File: src/hdl/cnhp_pkg.sv
// ----------------------------------------------------------------------------
// Control network header parser package
// Shared constants, types and lookup tables.
// ----------------------------------------------------------------------------
package cnhp_pkg;

  localparam int MaxFrameBytes  = 255;
  localparam int ChallengeBytes = 8;
  localparam int QueueDepth     = 2;

  localparam logic [2:0] ST_OK        = 3'd0;
  localparam logic [2:0] ST_SHORT     = 3'd1;
  localparam logic [2:0] ST_BAD_VER   = 3'd2;
  localparam logic [2:0] ST_UNKNOWN   = 3'd3;
  localparam logic [2:0] ST_REMINDER  = 3'd4;

  localparam logic [3:0] SVC_UNACKD  = 4'd2;
  localparam logic [3:0] SVC_ACK     = 4'd11;
  localparam logic [3:0] SVC_UNKNOWN = 4'd14;

  localparam logic [0:0] CFG_ENH_VERSION = 1'd0;
  localparam logic [0:0] CFG_VER_MASK    = 1'd1;

  // Frame snapshot handed from the byte collector to the decoder
  typedef struct packed {
    logic [7:0]  len;
    logic [15:0] hdr;
    logic [2:0]  fmt;
    logic [14:0] src;
    logic [55:0] dest;
    logic [47:0] dom;
    logic [31:0] tregs;
  } frame_t;

  function automatic logic [2:0] dest_len(input logic [2:0] fmt);
    unique case (fmt)
      3'd2:    dest_len = 3'd2;
      3'd3:    dest_len = 3'd7;
      3'd4:    dest_len = 3'd4;
      default: dest_len = 3'd1;
    endcase
  endfunction

  function automatic logic [2:0] dom_len(input logic [1:0] code);
    unique case (code)
      2'd0: dom_len = 3'd0;
      2'd1: dom_len = 3'd1;
      2'd2: dom_len = 3'd3;
      default: dom_len = 3'd6;
    endcase
  endfunction

  function automatic logic [3:0] svc_lookup(input logic [1:0] pdu, input logic [2:0] typ);
    logic [3:0] r;
    r = SVC_UNKNOWN;
    unique case (pdu)
      2'd0: unique case (typ)
        3'd0: r = 4'd0; 3'd1: r = 4'd1; 3'd2: r = 4'd11;
        3'd4: r = 4'd5; 3'd5: r = 4'd7; default: r = SVC_UNKNOWN;
      endcase
      2'd1: unique case (typ)
        3'd0: r = 4'd3; 3'd2: r = 4'd4; 3'd4: r = 4'd6;
        3'd5: r = 4'd8; default: r = SVC_UNKNOWN;
      endcase
      2'd2: unique case (typ)
        3'd0: r = 4'd9; 3'd1: r = 4'd12; 3'd2: r = 4'd10;
        3'd3: r = 4'd13; default: r = SVC_UNKNOWN;
      endcase
      default: r = SVC_UNKNOWN;
    endcase
    return r;
  endfunction

endpackage

File: src/hdl/cnhp_front.sv
// ----------------------------------------------------------------------------
// Header byte collector
// Tracks the byte position and captures header fields; on the last byte it
// pushes a frame snapshot into the queue.
// ----------------------------------------------------------------------------
module cnhp_front import cnhp_pkg::*; (
  input  logic         clk,
  input  logic         rst,
  input  logic         in_valid,
  output logic         in_ready,
  input  logic [7:0]   data_byte,
  input  logic         last_byte,
  input  logic [1:0]   enhanced_version,
  input  logic         q_full,
  output logic         q_push,
  output frame_t       q_data
);

  logic [7:0]  byte_index;
  logic [15:0] hdr;
  logic [2:0]  fmt;
  logic [14:0] src;
  logic [55:0] dest;
  logic [47:0] dom;
  logic [31:0] tregs;

  logic        take;
  logic [7:0]  b;
  logic [15:0] hdr_next;
  logic [2:0]  fmt_next;
  logic [14:0] src_next;
  logic [55:0] dest_next;
  logic [47:0] dom_next;
  logic [31:0] tregs_next;
  logic [7:0]  len_next;
  logic [7:0]  dest_end, h3, r;
  logic [1:0]  th;

  assign in_ready = !q_full;
  assign take     = in_valid && in_ready;

  // field capture by byte position
  always_comb begin
    hdr_next   = hdr;
    fmt_next   = fmt;
    src_next   = src;
    dest_next  = dest;
    dom_next   = dom;
    tregs_next = tregs;
    b          = data_byte;
    dest_end   = 8'd4 + {5'd0, dest_len(fmt)};
    h3         = dest_end + {5'd0, dom_len(hdr[1:0])};
    r          = byte_index - h3;
    if (hdr[5:4] == 2'd3) th = 2'd0;
    else if (hdr[7:6] == enhanced_version) th = 2'd2;
    else th = 2'd1;
    len_next   = byte_index;
    if (byte_index < 8'(MaxFrameBytes)) begin
      len_next = byte_index + 8'd1;
      if (byte_index == 8'd0) begin
        hdr_next[15:8] = b;
      end else if (byte_index == 8'd1) begin
        hdr_next[7:0] = b;
        fmt_next = {1'b0, b[3:2]};
      end else if (byte_index == 8'd2) begin
        src_next[14:7] = b;
      end else if (byte_index == 8'd3) begin
        src_next[6:0] = b[6:0];
        if (fmt == 3'd2 && !b[7]) fmt_next = 3'd4;
      end else if (byte_index < dest_end) begin
        if (byte_index == 8'd5 && (fmt == 3'd2 || fmt == 3'd4)) b[7] = 1'b0;
        dest_next = {dest[47:0], b};
      end else if (byte_index < h3) begin
        dom_next = {dom[39:0], b};
      end else if (th != 2'd0) begin
        if (r == 8'd0) tregs_next[7:0] = b;
        if (r == 8'd1 && th == 2'd2) tregs_next[15:8] = b;
        if (r == {6'd0, th}) tregs_next[23:16] = b;
        if (hdr[5:4] == 2'd2 && r == {6'd0, th} + 8'(ChallengeBytes))
          tregs_next[31:24] = b;
      end
    end
  end

  assign q_push = take && last_byte;
  assign q_data = '{len: len_next, hdr: hdr_next, fmt: fmt_next, src: src_next,
                    dest: dest_next, dom: dom_next, tregs: tregs_next};

  // frame state, cleared after the last beat
  always_ff @(posedge clk) begin
    if (rst || q_push) begin
      byte_index <= '0;
      hdr <= '0; fmt <= '0; src <= '0; dest <= '0; dom <= '0; tregs <= '0;
    end else if (take) begin
      byte_index <= len_next;
      hdr <= hdr_next; fmt <= fmt_next; src <= src_next;
      dest <= dest_next; dom <= dom_next; tregs <= tregs_next;
    end
  end

endmodule

File: src/hdl/cnhp_queue.sv
// ----------------------------------------------------------------------------
// Frame queue
// Short FIFO of frame snapshots between collector and decoder.
// ----------------------------------------------------------------------------
module cnhp_queue import cnhp_pkg::*; (
  input  logic   clk,
  input  logic   rst,
  input  logic   push,
  input  frame_t push_data,
  output logic   full,
  input  logic   pop,
  output logic   not_empty,
  output frame_t pop_data
);

  localparam int AW = $clog2(QueueDepth);

  frame_t          mem [QueueDepth];
  logic [AW-1:0]   wr_ptr, rd_ptr;
  logic [AW:0]     count;

  assign full      = count == (AW+1)'(QueueDepth);
  assign not_empty = count != '0;
  assign pop_data  = mem[rd_ptr];

  always_ff @(posedge clk) begin
    if (push) mem[wr_ptr] <= push_data;
  end

  always_ff @(posedge clk) begin
    if (rst) begin
      wr_ptr <= '0; rd_ptr <= '0; count <= '0;
    end else begin
      if (push) wr_ptr <= (wr_ptr == AW'(QueueDepth - 1)) ? '0 : wr_ptr + 1'b1;
      if (pop)  rd_ptr <= (rd_ptr == AW'(QueueDepth - 1)) ? '0 : rd_ptr + 1'b1;
      if (push && !pop) count <= count + 1'b1;
      else if (pop && !push) count <= count - 1'b1;
    end
  end

endmodule

File: src/hdl/cnhp_back.sv
// ----------------------------------------------------------------------------
// Header decoder
// Works out status, service and payload bounds of a frame snapshot and holds
// the result in an output register.
// ----------------------------------------------------------------------------
module cnhp_back import cnhp_pkg::*; (
  input  logic         clk,
  input  logic         rst,
  input  logic         q_valid,
  input  frame_t       q_data,
  output logic         q_pop,
  input  logic [1:0]   enhanced_version,
  input  logic [3:0]   valid_version_mask,
  output logic         out_valid,
  input  logic         out_ready,
  output logic [186:0] out_data
);

  logic [2:0]  status;
  logic [3:0]  svc;
  logic [11:0] tx;
  logic [10:0] auth;
  logic [7:0]  poff, plen;
  logic [7:0]  h3;
  logic [1:0]  th, pdu;
  logic [8:0]  nlen;
  logic [7:0]  t0;
  logic [2:0]  typ;
  logic        nlen_pos, nlen_neg, nlen_zero;
  logic [186:0] res;

  always_comb begin
    pdu = q_data.hdr[5:4];
    h3  = 8'd4 + {5'd0, dest_len(q_data.fmt)} + {5'd0, dom_len(q_data.hdr[1:0])};
    if (pdu == 2'd3) th = 2'd0;
    else if (q_data.hdr[7:6] == enhanced_version) th = 2'd2;
    else th = 2'd1;
    nlen = {1'b0, q_data.len} - 9'd2 - {1'b0, h3} - {7'd0, th};
    nlen_neg  = nlen[8];
    nlen_zero = nlen == '0;
    nlen_pos  = !nlen_neg && !nlen_zero;
    t0   = q_data.tregs[7:0];
    typ  = '0;
    status = ST_OK;
    svc = SVC_UNKNOWN; tx = '0; auth = '0; poff = '0; plen = '0;
    if ({1'b0, q_data.len} <= {1'b0, h3} + 9'd2) status = ST_SHORT;
    else if (!valid_version_mask[q_data.hdr[7:6]]) status = ST_BAD_VER;
    if (status == ST_OK) begin
      if (pdu == 2'd3) begin
        svc = SVC_UNACKD;
      end else begin
        tx = (th == 2'd2) ? {t0[3:0], q_data.tregs[15:8]} : {8'd0, t0[3:0]};
        if (pdu == 2'd2) begin
          typ  = {1'b0, t0[5:4]};
          auth = {1'b0, t0[7:6], q_data.tregs[31:24]};
        end else begin
          typ  = t0[6:4];
          auth = {t0[7], q_data.hdr[3:2], 8'd0};
        end
        svc = svc_lookup(pdu, typ);
        if (svc == SVC_UNKNOWN) status = ST_UNKNOWN;
        else if (svc >= 4'd5 && svc <= 4'd8 && nlen_pos && q_data.tregs[23:16] > 8'd8)
          begin
          svc = SVC_UNKNOWN;
          status = ST_REMINDER;
        end
      end
      if (nlen_neg || (nlen_zero && svc != SVC_ACK)) begin
        svc = SVC_UNKNOWN;
        status = ST_SHORT;
      end
      if (status == ST_OK) begin
        poff = h3 + {6'd0, th};
        plen = nlen[7:0];
      end else begin
        svc = SVC_UNKNOWN;
      end
    end
    res = {plen, poff, auth, tx, svc, dom_len(q_data.hdr[1:0]), q_data.dom,
           q_data.dest, q_data.src, q_data.fmt, q_data.hdr, status};
  end

  assign q_pop = q_valid && (!out_valid || out_ready);

  // output register
  always_ff @(posedge clk) begin
    if (rst) out_valid <= 1'b0;
    else if (q_pop) out_valid <= 1'b1;
    else if (out_ready) out_valid <= 1'b0;
  end

  always_ff @(posedge clk) begin
    if (q_pop) out_data <= res;
  end

endmodule

File: src/hdl/control_net_header_parser.sv
// ----------------------------------------------------------------------------
// Control network header parser
//   channel   dir  beat
//   s_axis    in   one frame byte, tlast on the second CRC byte
//   m_axis    out  one decoded header per frame
//   cfg       in   register write, no read-back
// One byte per cycle; the collector accepts whenever the two-entry frame
// queue has room. A frame snapshot enters the queue on the last byte and
// its result then waits in the decoder's output register; a stalled output
// fills the queue and then stalls input. Reset (rst, synchronous) clears
// frame state, queue and output valid, and loads the register defaults.
// ----------------------------------------------------------------------------
module control_net_header_parser import cnhp_pkg::*; (
  input  logic         clk,
  input  logic         rst,
  input  logic         s_axis_tvalid,
  output logic         s_axis_tready,
  input  logic [7:0]   s_axis_tdata,   // data_byte
  input  logic         s_axis_tlast,   // last_byte
  output logic         m_axis_tvalid,
  input  logic         m_axis_tready,
  // status, link_net_header, address_format, source_address, dest_address,
  // domain_id, domain_length, service_type, transaction, auth_info,
  // payload_offset, payload_length (192 bits, top 5 zero)
  output logic [191:0] m_axis_tdata,
  input  logic         cfg_we,
  input  logic [0:0]   cfg_index,
  input  logic [3:0]   cfg_data
);

  logic [1:0] enhanced_version;
  logic [3:0] valid_version_mask;
  logic       q_full, q_push, q_pop, q_valid;
  frame_t     q_in, q_out;
  logic [186:0] res;

  // configuration registers
  always_ff @(posedge clk) begin
    if (rst) begin
      enhanced_version   <= 2'd2;
      valid_version_mask <= 4'd5;
    end else if (cfg_we) begin
      if (cfg_index == CFG_ENH_VERSION) enhanced_version <= cfg_data[1:0];
      if (cfg_index == CFG_VER_MASK) valid_version_mask <= cfg_data;
    end
  end

  cnhp_front u_front (
    .clk, .rst,
    .in_valid (s_axis_tvalid), .in_ready (s_axis_tready),
    .data_byte (s_axis_tdata), .last_byte (s_axis_tlast),
    .enhanced_version, .q_full, .q_push, .q_data (q_in)
  );

  cnhp_queue u_queue (
    .clk, .rst, .push (q_push), .push_data (q_in), .full (q_full),
    .pop (q_pop), .not_empty (q_valid), .pop_data (q_out)
  );

  cnhp_back u_back (
    .clk, .rst, .q_valid, .q_data (q_out), .q_pop,
    .enhanced_version, .valid_version_mask,
    .out_valid (m_axis_tvalid), .out_ready (m_axis_tready), .out_data (res)
  );

  assign m_axis_tdata = {5'd0, res};

endmodule

File: config.mk
export PLATFORM = sky130hd
export DESIGN_NAME = control_net_header_parser
export DESIGN_NICKNAME = d
export VERILOG_FILES = /design/src/hdl/cnhp_pkg.sv /design/src/hdl/cnhp_front.sv /design/src/hdl/cnhp_queue.sv /design/src/hdl/cnhp_back.sv /design/src/hdl/control_net_header_parser.sv
export SDC_FILE = /design/constraint.sdc
export NUM_CORES = 1
export LEC_CHECK = 0
export ABC_CLOCK_PERIOD_IN_PS = 10700
export BUFFER_PORTS_ARGS = -buffer_cell sky130_fd_sc_hd__buf_4
export CAP_MARGIN = 0
export CORE_ASPECT_RATIO = 1.25
export CORE_MARGIN = 3
export CORE_UTILIZATION = 30
export DETAILED_ROUTE_END_ITERATION = 7
export PLACE_DENSITY = 0.5
export SETUP_SLACK_MARGIN = 0.15
export SKIP_CTS_REPAIR_TIMING = 1
export SLEW_MARGIN = 20
export SYNTH_ARGS = -nofsm -noshare
export SYNTH_HDL_FRONTEND = slang
export SYNTH_SLANG_ARGS = --single-unit
File: constraint.sdc
create_clock -name clk -period 10.7 [get_ports clk]
set_input_delay 2.14 -clock clk [delete_from_list [all_inputs] [get_ports clk]]
set_output_delay 2.14 -clock clk [all_outputs]
set_load 0.005 [all_outputs]
=== After elaboration in Yosys (flattened, before gate mapping) ===
Memories as Yosys holds them, arrays and structs flattened. A register that Yosys moved wholly into a read port is not among the register bits.
Cells that the tools add are included.

* Div/mod/pow operators: 0
* Shift operators: 0
* Add/sub/neg operators: 16
* Equality and inequality tests: 34
* Bitwise operators: 5
* Reductions and logical operators: 46
* Mux-type cells: 86
* Order comparisons: 8
* Multiply operators: 0

{| class="wikitable"
|+ Operator list
! kind !! number
|-
| 2-to-1 mux 48 bit || 7
|-
| 2-to-1 mux 56 bit || 6
|-
| 2-to-1 mux 32 bit || 8
|-
| 2-to-1 mux 8 bit || 9
|-
| 2-to-1 mux 3 bit || 16
|-
| 2-to-1 mux 15 bit || 3
|-
| case mux 3 bit (3 select lines) || 4
|-
| 2-to-1 mux 4 bit || 7
|-
| case mux 4 bit (5 select lines) || 1
|-
| == test 2 bit, second input constant || 9
|-
| == test 3 x 2 -> 1 bit, second input constant || 6
|-
| adder 8 x 3 -> 8 bit || 2
|-
| == test 8 x 1 -> 1 bit, second input constant || 2
|-
| == test 8 x 2 -> 1 bit, second input constant || 2
|-
| logical NOT 8 bit || 2
|-
| less-than comparator 8 bit || 2
|-
| 2-to-1 mux 16 bit || 1
|-
| case mux 4 bit (4 select lines) || 1
|-
| logical AND 1 bit || 14
|-
| 2-to-1 mux 2 bit || 7
|-
| 2-to-1 mux 7 bit || 2
|-
| == test 3 bit, second input constant || 4
|-
| case mux 3 bit (4 select lines) || 1
|-
| case mux 4 bit (3 select lines) || 1
|-
| other kinds (39) || 78
|}

* RAM bits: 356
* Latch bits: 0
* Input port bits: 19
* Flip-flop bits (word level): 376
* Logic and storage cells: 216
* Memories: 1
* Bits in read-only memories: 0

{| class="wikitable"
|+ Memory list
! name !! depth !! bits a word !! rd ports !! clocked after Yosys merged registers in !! write ports !! line !! RTL
|-
| u_queue.mem || 2 || 178 || 1 || 1 || 1 || cnhp_queue.sv:18 || <nowiki>frame_t mem [QueueDepth];</nowiki>
|}

=== Longest topological paths before layout ===
Gate-level depths: netlist of the first run.

* Word-level depth: 30
* Mapped depth: 24
* Mapped depth without buffers: 17

=== By module ===
A second synthesis of the first run with hierarchy kept.

* Cell total of the unflattened synthesis: 2120
* Area, all modules: 30295.3 um^2

{| class="wikitable"
|+ Modules (own cells, without submodules)
! module !! area each (um^2) !! seq. area each (um^2) !! instances !! cells an instance
|-
| cnhp_queue || 13475.4 || 10790.3 || 1 || 576
|-
| cnhp_front || 9301.4 || 3563.4 || 1 || 1094
|-
| cnhp_back || 7220.7 || 5575.3 || 1 || 418
|-
| control_net_header_parser || 297.8 || 120.1 || 1 || 32
|}

=== Least setup slack after synthesis of the first run ===
No wires, ideal clock.

* Kind: input port to flip-flop
* Start point: in s_axis_tvalid
* End point: mem u_queue.mem[0][0] in the netlist's numbering, enable pin
* Setup time: 719 ps
* Data required time: 9981 ps
* Stages on the path: 3
* Arrival: 9871 ps
* Slack: 110 ps
* Path through: and2_1 -> nand2_1 -> nor2_1

* Word-level cells in the longest chain between the ends: 4

{| class="wikitable"
|+ RTL lines
! what !! line !! RTL
|-
| start, declared || control_net_header_parser.sv:16 || <nowiki>input logic s_axis_tvalid,</nowiki>
|-
| logical AND 1 bit || cnhp_front.sv:40 || <nowiki>assign take = in_valid && in_ready;</nowiki>
|-
| logical AND 1 bit || cnhp_front.sv:85 || <nowiki>assign q_push = take && last_byte;</nowiki>
|-
| 2-to-1 mux 1 bit || cnhp_queue.sv:27 || <nowiki>if (push) mem[wr_ptr] <= push_data;</nowiki>
|-
| 2-to-1 mux 1 bit (implied by the code) || cnhp_queue.sv:27 ||
|-
| end, declared || cnhp_queue.sv:18 ||
|}

Every way passes these cells.

==> results.txt, run 1 <==
Fraction of layout cells with a size suffix above 1 - 0.2900
Total Neg Setup Slack - 0 ns
Max-slew headroom - 0.2396
Post-synth top cells - edfxtp_1, mux2_2, nand2_1
Clk slew on worst S/H paths - 0.06 ns
Worst Setup Path Type - register to register
Final WL - 70290 um
Grt total ovfl - 0
RSZ-0062 raised after global routing - false
Yosys warns - 0
Most frequent cell after synthesis - edfxtp_1
Final Skew - 0.01628 ns
Post-layout util - 0.3583
Final period utilization - 0.5580
Root Buffer - clkbuf_16
DR WL/cell - 19.44 um
Top fanout value on the critical path - 71
Dpl hpwl - 44290 um
P_sw - 2.444 mW
Top cell type's share of synthesized area - 0.5476
CTS Buf Count - 77
Max Fclk - 0.1675 GHz
Worst slew pin tran - 1.141 ns
Final setup fails - 0
DRC errors left - 0
Critical Path Max Stage Delay - 0.86 ns
Final Instance Area - 0.03501 sq mm
Area leader, netlist - edfxtp_1
Vias per Instance - 4.620
Final nets - 2318
Post-route ant nets - 0
Post-synth ARST share - 0
Pwr Density - 244.4 mW/mm^2
Final hold violation count - 0
Die Y - 357.2 um
Clock Sinks - 730
Total of max-cap violations - 0
CP cell instances - buf_4 -> buf_4 -> mux2i_1 -> inv_1 -> fa_1 -> ha_1 -> fa_1 -> xor2_1 -> nor4_1 -> o21ai_0 -> nor4_1 -> o21bai_2 -> or4_1
Initial Utilization - 0.3031
GRT Util Overall - 0.1352
Average size of a mapped cell - 14.49 sq um
H-tree depth - 3
First-pass GRT wire length - 106000 um
1st-iter DRT viols - 976
Final Wtd Congestion - 0.7976
Critical Path Sink Type - register
Core Rows - 128
Status - complete, no violations
Startpoint Class - register
Max-slew violation count - 0
Clock share of power - 0.312
Top post-synthesis cells by area - edfxtp_1, dfxtp_1, mux2_2, mux2i_1, nand2_1
Area after DPL - 0.03248 sq mm
Main flop type after synthesis - edfxtp_1
# IOs - 213
Switch share - 0.2857
Internal power - 6.112 mW
Die Span X - 287.0 um
Initial antenna violation count - 0
Drt first pass iters - 5
Combinational group share of total power - 0.240
Die area - 0.1025 sq mm
Slowest CP cell - buf_4
Core box area - 0.09769 sq mm
Post-synth EDFFs - 540
WP data required - 11.05 ns
Port bufs - 205
Leakage - 13.12 nW
Count of cell types in the netlist - 73
Crit path DAT - 6.32 ns
Worst-Skew Late Latency - 0.62 ns
Largest net degree at the start of global routing - 113
CTS tree - built
Vias in the first global route - 17030
Area growth syn-to-layout - 18.23%
VDD IR max - 0.0001631 V
Mapped cell area - 0.02961 sq mm
Clock period minus final worst setup slack - 5.970 ns
CTS Buffer Depth - 3
Sequential area share after synthesis - 0.6761
Mapped Cells - 2043
Reg power frac - 0.448
Synthesis-stage register bit count - 730
HP Class - register to register
Vias - 16710
==> routing by layer <==
| metal | GRT usage | up-vias | part of all wire |
|---|---|---|---|
| li1 | - | 7911 | - |
| met1 | 0.1675 | 8356 | 0.42 |
| met2 | 0.2408 | 328 | 0.51 |
| met3 | 0.02301 | 112 | 0.040 |
| met4 | 0.03932 | 0 | 0.022 |
| met5 | 0 | - | 0 |
==> state kept, by name, summed over array words and instances, names as in the netlist, 3 cells and up, named ones only <==
name                flops
u_back.out_data       184
u_front.tregs          32
u_queue.mem           356
u_front.dest           56
u_front.src            15
valid_version_mask      4
u_front.byte_index      8
u_front.hdr            16
u_front.fmt             3
u_front.dom            48
==> layout by cell type (no fill, tap or decap), types with 7 or more instances in the layout <==
cell and instances:
edfxtp_1 540, mux2_2 300, buf_4 225, nand2_1 224, dfxtp_1 189, mux2i_1 135, nor2_1 132, a21oi_1 92
clkbuf_16 79, inv_1 42, ha_1 41, nor3_1 24, clkbuf_1 22, nand3_1 20, xnor2_1 15, o21ai_0 14
xor2_1 13, nor2b_1 12, nand2b_1 11, nor4_1 10, a211oi_1 9, clkinv_2 9, nand4_1 8, inv_6 8
a21o_1 7, fa_1 7, conb_1 7, clkinv_1 7, bufinv_16 7
==> worst max-delay path: cells and delay by family (launching register included) <==
family	cells	cell delay, ns
buf+inv	3	1.56
simple gates	3	1.35
fa+ha+maj	3	1.16
compound gates	2	0.59
flops	1	0.51
mux	1	0.36
xor+xnor	1	0.17
==> cell families (layout without fill, tap and decap cells) <==
kind of cell / Yosys count / in the layout / share of synthesized area
flip-flops: 730 / 730 / 0.6761
other: 1 / 9 / 0.0001266
AND/OR/NAND/NOR: 490 / 490 / 0.07412
AO/OA/AOI/OAI: 160 / 160 / 0.03317
multiplexers: 440 / 440 / 0.1632
adder cells (fa/ha/maj): 48 / 48 / 0.02206
buffers and inverters: 146 / 411 / 0.02290
XOR/XNOR: 28 / 28 / 0.008282
==> power groups by stage <==
stage / logic (mW) / clock network [mW] / registers (mW)
after CTS: 2.12 / 2.77 / 3.85
after global placement: 2.08 / 0 / 3.89
after detailed placement: 2.11 / 0 / 3.90
final: 2.06 / 2.67 / 3.83
after global routing: 2.26 / 2.88 / 3.88
after floorplan: 1.13 / 0 / 3.91
==> metrics by stage <==
step / cells / total power, mW / hold slack [ns] / setup slack, ns
finish: 3616 / 8.556 / 0.4536 / 4.730
global route: 3614 / 9.028 / 0.4732 / 4.230
CTS: 3614 / 8.744 / 0.4550 / 4.566
detailed placement: 3472 / 6.007 / 0.4468 / 4.625
global placement: 3472 / 5.972 / 0.4390 / 4.709
floorplan: 2049 / 5.040 / 0.4313 / 2.872
==> final cells by class <==
cell class	count	area (sq um)
Clock buffer	106	2128
Multi-Input combinational cell	1173	8970
Clock inverter	36	392.9
Fill cell	9418	62690
Sequential cell	730	20020
Inverter	44	172.7
Timing Repair Buffer	225	1689
Antenna cell	2	5.005
Tap cell	1300	1627
==> worst paths after layout <==
| path | from | end | slack (ns) | cells past startpoint |
|---|---|---|---|---|
| setup / recovery | register | u_back.out_data[145]$_SDFFCE_PP1P_ | 4.73 | 13 |
| hold / removal | u_front.dest[50]$_SDFFE_PP0P_ | u_front.dest[50]$_SDFFE_PP0P_ | 0.45 | 2 |
| setup reg to reg | register | u_back.out_data[145]$_SDFFCE_PP1P_ | 4.73 | 13 |
| hold reg to reg | u_front.dest[50]$_SDFFE_PP0P_ | u_front.dest[50]$_SDFFE_PP0P_ | 0.45 | 2 |
Power figures use the tool's default switching activity.
==> run 2: changes to the inputs <==
Settings changed: ABC_AREA set to 1, ABC_CLOCK_PERIOD_IN_PS 10700 to 5900, PLACE_DENSITY 0.5 to 0.48.
Clock period 10.7 ns to 5.9 ns, I/O delays scaled along.
==> results.txt, run 2 <==
Status - complete, no violations (unchanged)
VDD IR max - 0.0002844 V (was 0.0001631 V)
Commonest non-fill, non-tap cell in the layout - nand2_1 (was edfxtp_1)
Main flop type after synthesis - edfxtp_1 (unchanged)
Total Neg Setup Slack - 0 ns (unchanged)
Mapped cell area - 0.03012 sq mm (was 0.02961 sq mm)
Max-slew violation count - 0 (unchanged)
Worst slew pin tran - 1.025 ns (was 1.141 ns)
Startpoint Class - register (unchanged)
Count of cell types in the netlist - 46 (was 73)
DRC errors left - 0 (unchanged)
Max reg flops - 356 (unchanged)
Vias per Instance - 4.407 (was 4.620)
1st-iter DRT viols - 1216 (was 976)
Worst Setup Path Type - register to register (unchanged)
Yosys warns - 0 (unchanged)
# IOs - 213 (unchanged)
Clock Sinks - 730 (unchanged)
HP Class - register to register (unchanged)
CTS Buf Count - 79 (was 77)
Post-synth top cells - nand2_1, edfxtp_1, inv_1 (was edfxtp_1, mux2_2, nand2_1)
WP data required - 6.28 ns (was 11.05 ns)
Post-Layout Cell Count - 4501 (was 3616)
Largest Register - u_queue.mem (unchanged)
Die Y - 360.3 um (was 357.2 um)
Crit-path most repeated cell - nand2_1
Reg2reg setup slack - 0.78 ns (was 4.73 ns)
Pwr Density - 544.7 mW/mm^2 (was 244.4 mW/mm^2)
Port bufs - 205 (unchanged)
Grt total ovfl - 0 (unchanged)
Die area - 0.1043 sq mm (was 0.1025 sq mm)
Vias in the first global route - 18600 (was 17030)
Synthesis-stage register bit count - 730 (unchanged)
DR WL/cell - 16.77 um (was 19.44 um)
Most frequent cells in the layout - nand2_1, edfxtp_1, inv_1, o21ai_0, buf_4 (was edfxtp_1, mux2_2, buf_4, nand2_1, dfxtp_1)
Final WL - 75470 um (was 70290 um)
Critical Path Sink Type - register (unchanged)
Largest family of logic cells by synthesized area - simple AND/OR/NAND/NOR gates (was multiplexers)
Leakage - 15.03 nW (was 13.12 nW)
Synth Area in Adders - 0.02168 (was 0.02206)
H-tree depth - 3 (unchanged)
Max-slew headroom - 0.3165 (was 0.2396)
GRT Util Overall - 0.1438 (was 0.1352)
Mapped Cells - 2942 (was 2043)
Final Skew - 0.02605 ns (was 0.01628 ns)
Clock period minus final worst setup slack - 5.120 ns (was 5.970 ns)
Largest net degree at the start of global routing - 218 (was 113)
Initial Utilization - 0.3035 (was 0.3031)
Top post-synthesis cells by area - edfxtp_1, dfxtp_1, nand2_1, inv_1, o21ai_0 (was edfxtp_1, dfxtp_1, mux2_2, mux2i_1, nand2_1)
Final hold violation count - 0 (unchanged)
RSZ-0062 raised after global routing - false (unchanged)
Synth Area in Simple Gates - 0.1490 (was 0.07412)
Average size of a mapped cell - 10.24 sq um (was 14.49 sq um)
Core Rows - 129 (was 128)
Fraction of layout cells with a size suffix above 1 - 0.1341 (was 0.2900)
Initial antenna violation count - 2 (was 0)
Final Wtd Congestion - 0.8211 (was 0.7976)
Antenna Cells - 0 (was 2)
Post-synth EDFFs - 540 (unchanged)
Dpl hpwl - 47920 um (was 44290 um)
Complex-gate fraction of the synthesized area - 0.08851 (was 0.03317)
Root Buffer - clkbuf_16 (unchanged)
Final setup fails - 0 (unchanged)
Total power - 19.42 mW (was 8.556 mW)
CTS Buffer Depth - 3 (unchanged)
Mux contribution to synthesized area - 0.001994 (was 0.1632)
Placed insts - 4354 (was 3472)
CTS tree - built (unchanged)
Top cell type's share of synthesized area - 0.5383 (was 0.5476)
Drt first pass iters - 5 (unchanged)
Final nets - 3192 (was 2318)
Critical Path Max Stage Delay - 0.59 ns (was 0.86 ns)
Post-Synth XOR/XNOR Area - 0.006396 (was 0.008282)
Most frequent cell after synthesis - nand2_1 (was edfxtp_1)
Max Fclk - 0.1953 GHz (was 0.1675 GHz)
Pre-CTS setup slack - 0.6718 ns (was 4.625 ns)
Post-synth ARST share - 0 (unchanged)
First-pass GRT wire length - 114500 um (was 106000 um)
Core box area - 0.09926 sq mm (was 0.09769 sq mm)
Area growth syn-to-layout - 18.38% (was 18.23%)
Leading registers by flop count - u_queue.mem x356, u_back.out_data x184, u_front.dest x56 (unchanged)
Slowest CP cell - fa_1 (was buf_4)
Die Span X - 289.4 um (was 287.0 um)
Area leader, netlist - edfxtp_1 (unchanged)
Total of max-cap violations - 0 (unchanged)
Post-route ant nets - 0 (unchanged)
Vias - 19840 (was 16710)
Reg2Reg Depth - 25 (was 13)
Hold Crit Depth - 1 (was 2)
Final setup margin - 0.7804 ns (was 4.730 ns)
Clk slew on worst S/H paths - 0.06 ns (about the same)
Sequential area share after synthesis - 0.6646 (was 0.6761)
Worst-Skew Late Latency - 0.63 ns (was 0.62 ns)
Final period utilization - 0.8677 (was 0.5580)
Crit path DAT - 5.50 ns (was 6.32 ns)
Top fanout value on the critical path - 45 (was 71)
run 2: cell types whose count changed in the layout (fill, tap and decap cells not counted), moves of 56 or more:
| cell | before | now |
|---|---|---|
| a21oi_1 | 92 | 150 |
| inv_1 | 42 | 379 |
| mux2_2 | 300 | 0 |
| mux2i_1 | 135 | 6 |
| nand2_1 | 224 | 750 |
| nand3_1 | 20 | 76 |
| nor2_1 | 132 | 188 |
| o21ai_0 | 14 | 270 |
| o21ai_1 | 0 | 56 |
run 2: critical path, delay by kind of cell (launching register included):
| family | cells | cell delay, ns |
|---|---|---|
| AO/OA/AOI/OAI | 2 | 0.27 |
| flip-flops | 1 | 0.38 |
| AND/OR/NAND/NOR | 14 | 1.64 |
| adder cells (fa/ha/maj) | 5 | 2.01 |
| buffers and inverters | 4 | 0.56 |
run 2: stage by stage:
| step | utilization | instance area (sq um) | hold WS [ns] |
|---|---|---|---|
| floorplan | - | 30160 | 0.4257 |
| global placement | 0.3333 | 33090 | 0.4375 |
| detailed placement | 0.3333 | 33090 | 0.4386 |
| CTS | 0.3592 | 35660 | 0.4504 |
| global route | 0.3592 | 35660 | 0.4815 |
| finish | 0.3592 | 35660 | 0.4550 |
run 2: logic make-up (layout without fill, tap and decap cells):
| family | count (synthesis) | count (layout) |
|---|---|---|
| buffers and inverters | 521 | 764 |
| muxes | 6 | 6 |
| AOI/OAI and AO/OA | 513 | 513 |
| xor gates and xnor gates | 22 | 22 |
| DFF | 730 | 730 |
| and+or+nand+nor | 1101 | 1101 |
| other | 1 | 7 |
| adders and majority gates | 48 | 48 |
run 2: where the power goes:
group          internal (mW)  leakage, nW  switching, mW  total (mW)
combinational           2.34         7.08           4.44        6.78
sequential              7.30         6.69          0.467        7.77
clock                   2.83         1.26           2.04        4.88
run 2: final cells by class:
class	count	area (sq um)
Tap cell	1310	1639
Multi-Input combinational cell	1697	8148
Inverter	390	1471
Fill cell	9930	63600
Sequential cell	730	20020
Clock inverter	38	310.3
Clock buffer	109	2265
Timing Repair Buffer	227	1804
run 2: final timing paths:
kind                          startpoint                                 end
max                             register  u_back.out_data[186]$_SDFFCE_PN0P_
min          u_queue.rd_ptr$_SDFFE_PP0P_                            register
max reg2reg                     register  u_back.out_data[186]$_SDFFCE_PN0P_
min reg2reg  u_queue.rd_ptr$_SDFFE_PP0P_                            register
run 2: layer usage:
| layer | global-route usage | routed length (um) |
|---|---|---|
| met1 | 0.1842 | 33020 |
| met2 | 0.2505 | 37880 |
| met3 | 0.01984 | 2840 |
| met4 | 0.04449 | 1740 |
| met5 | 0 | 0 |
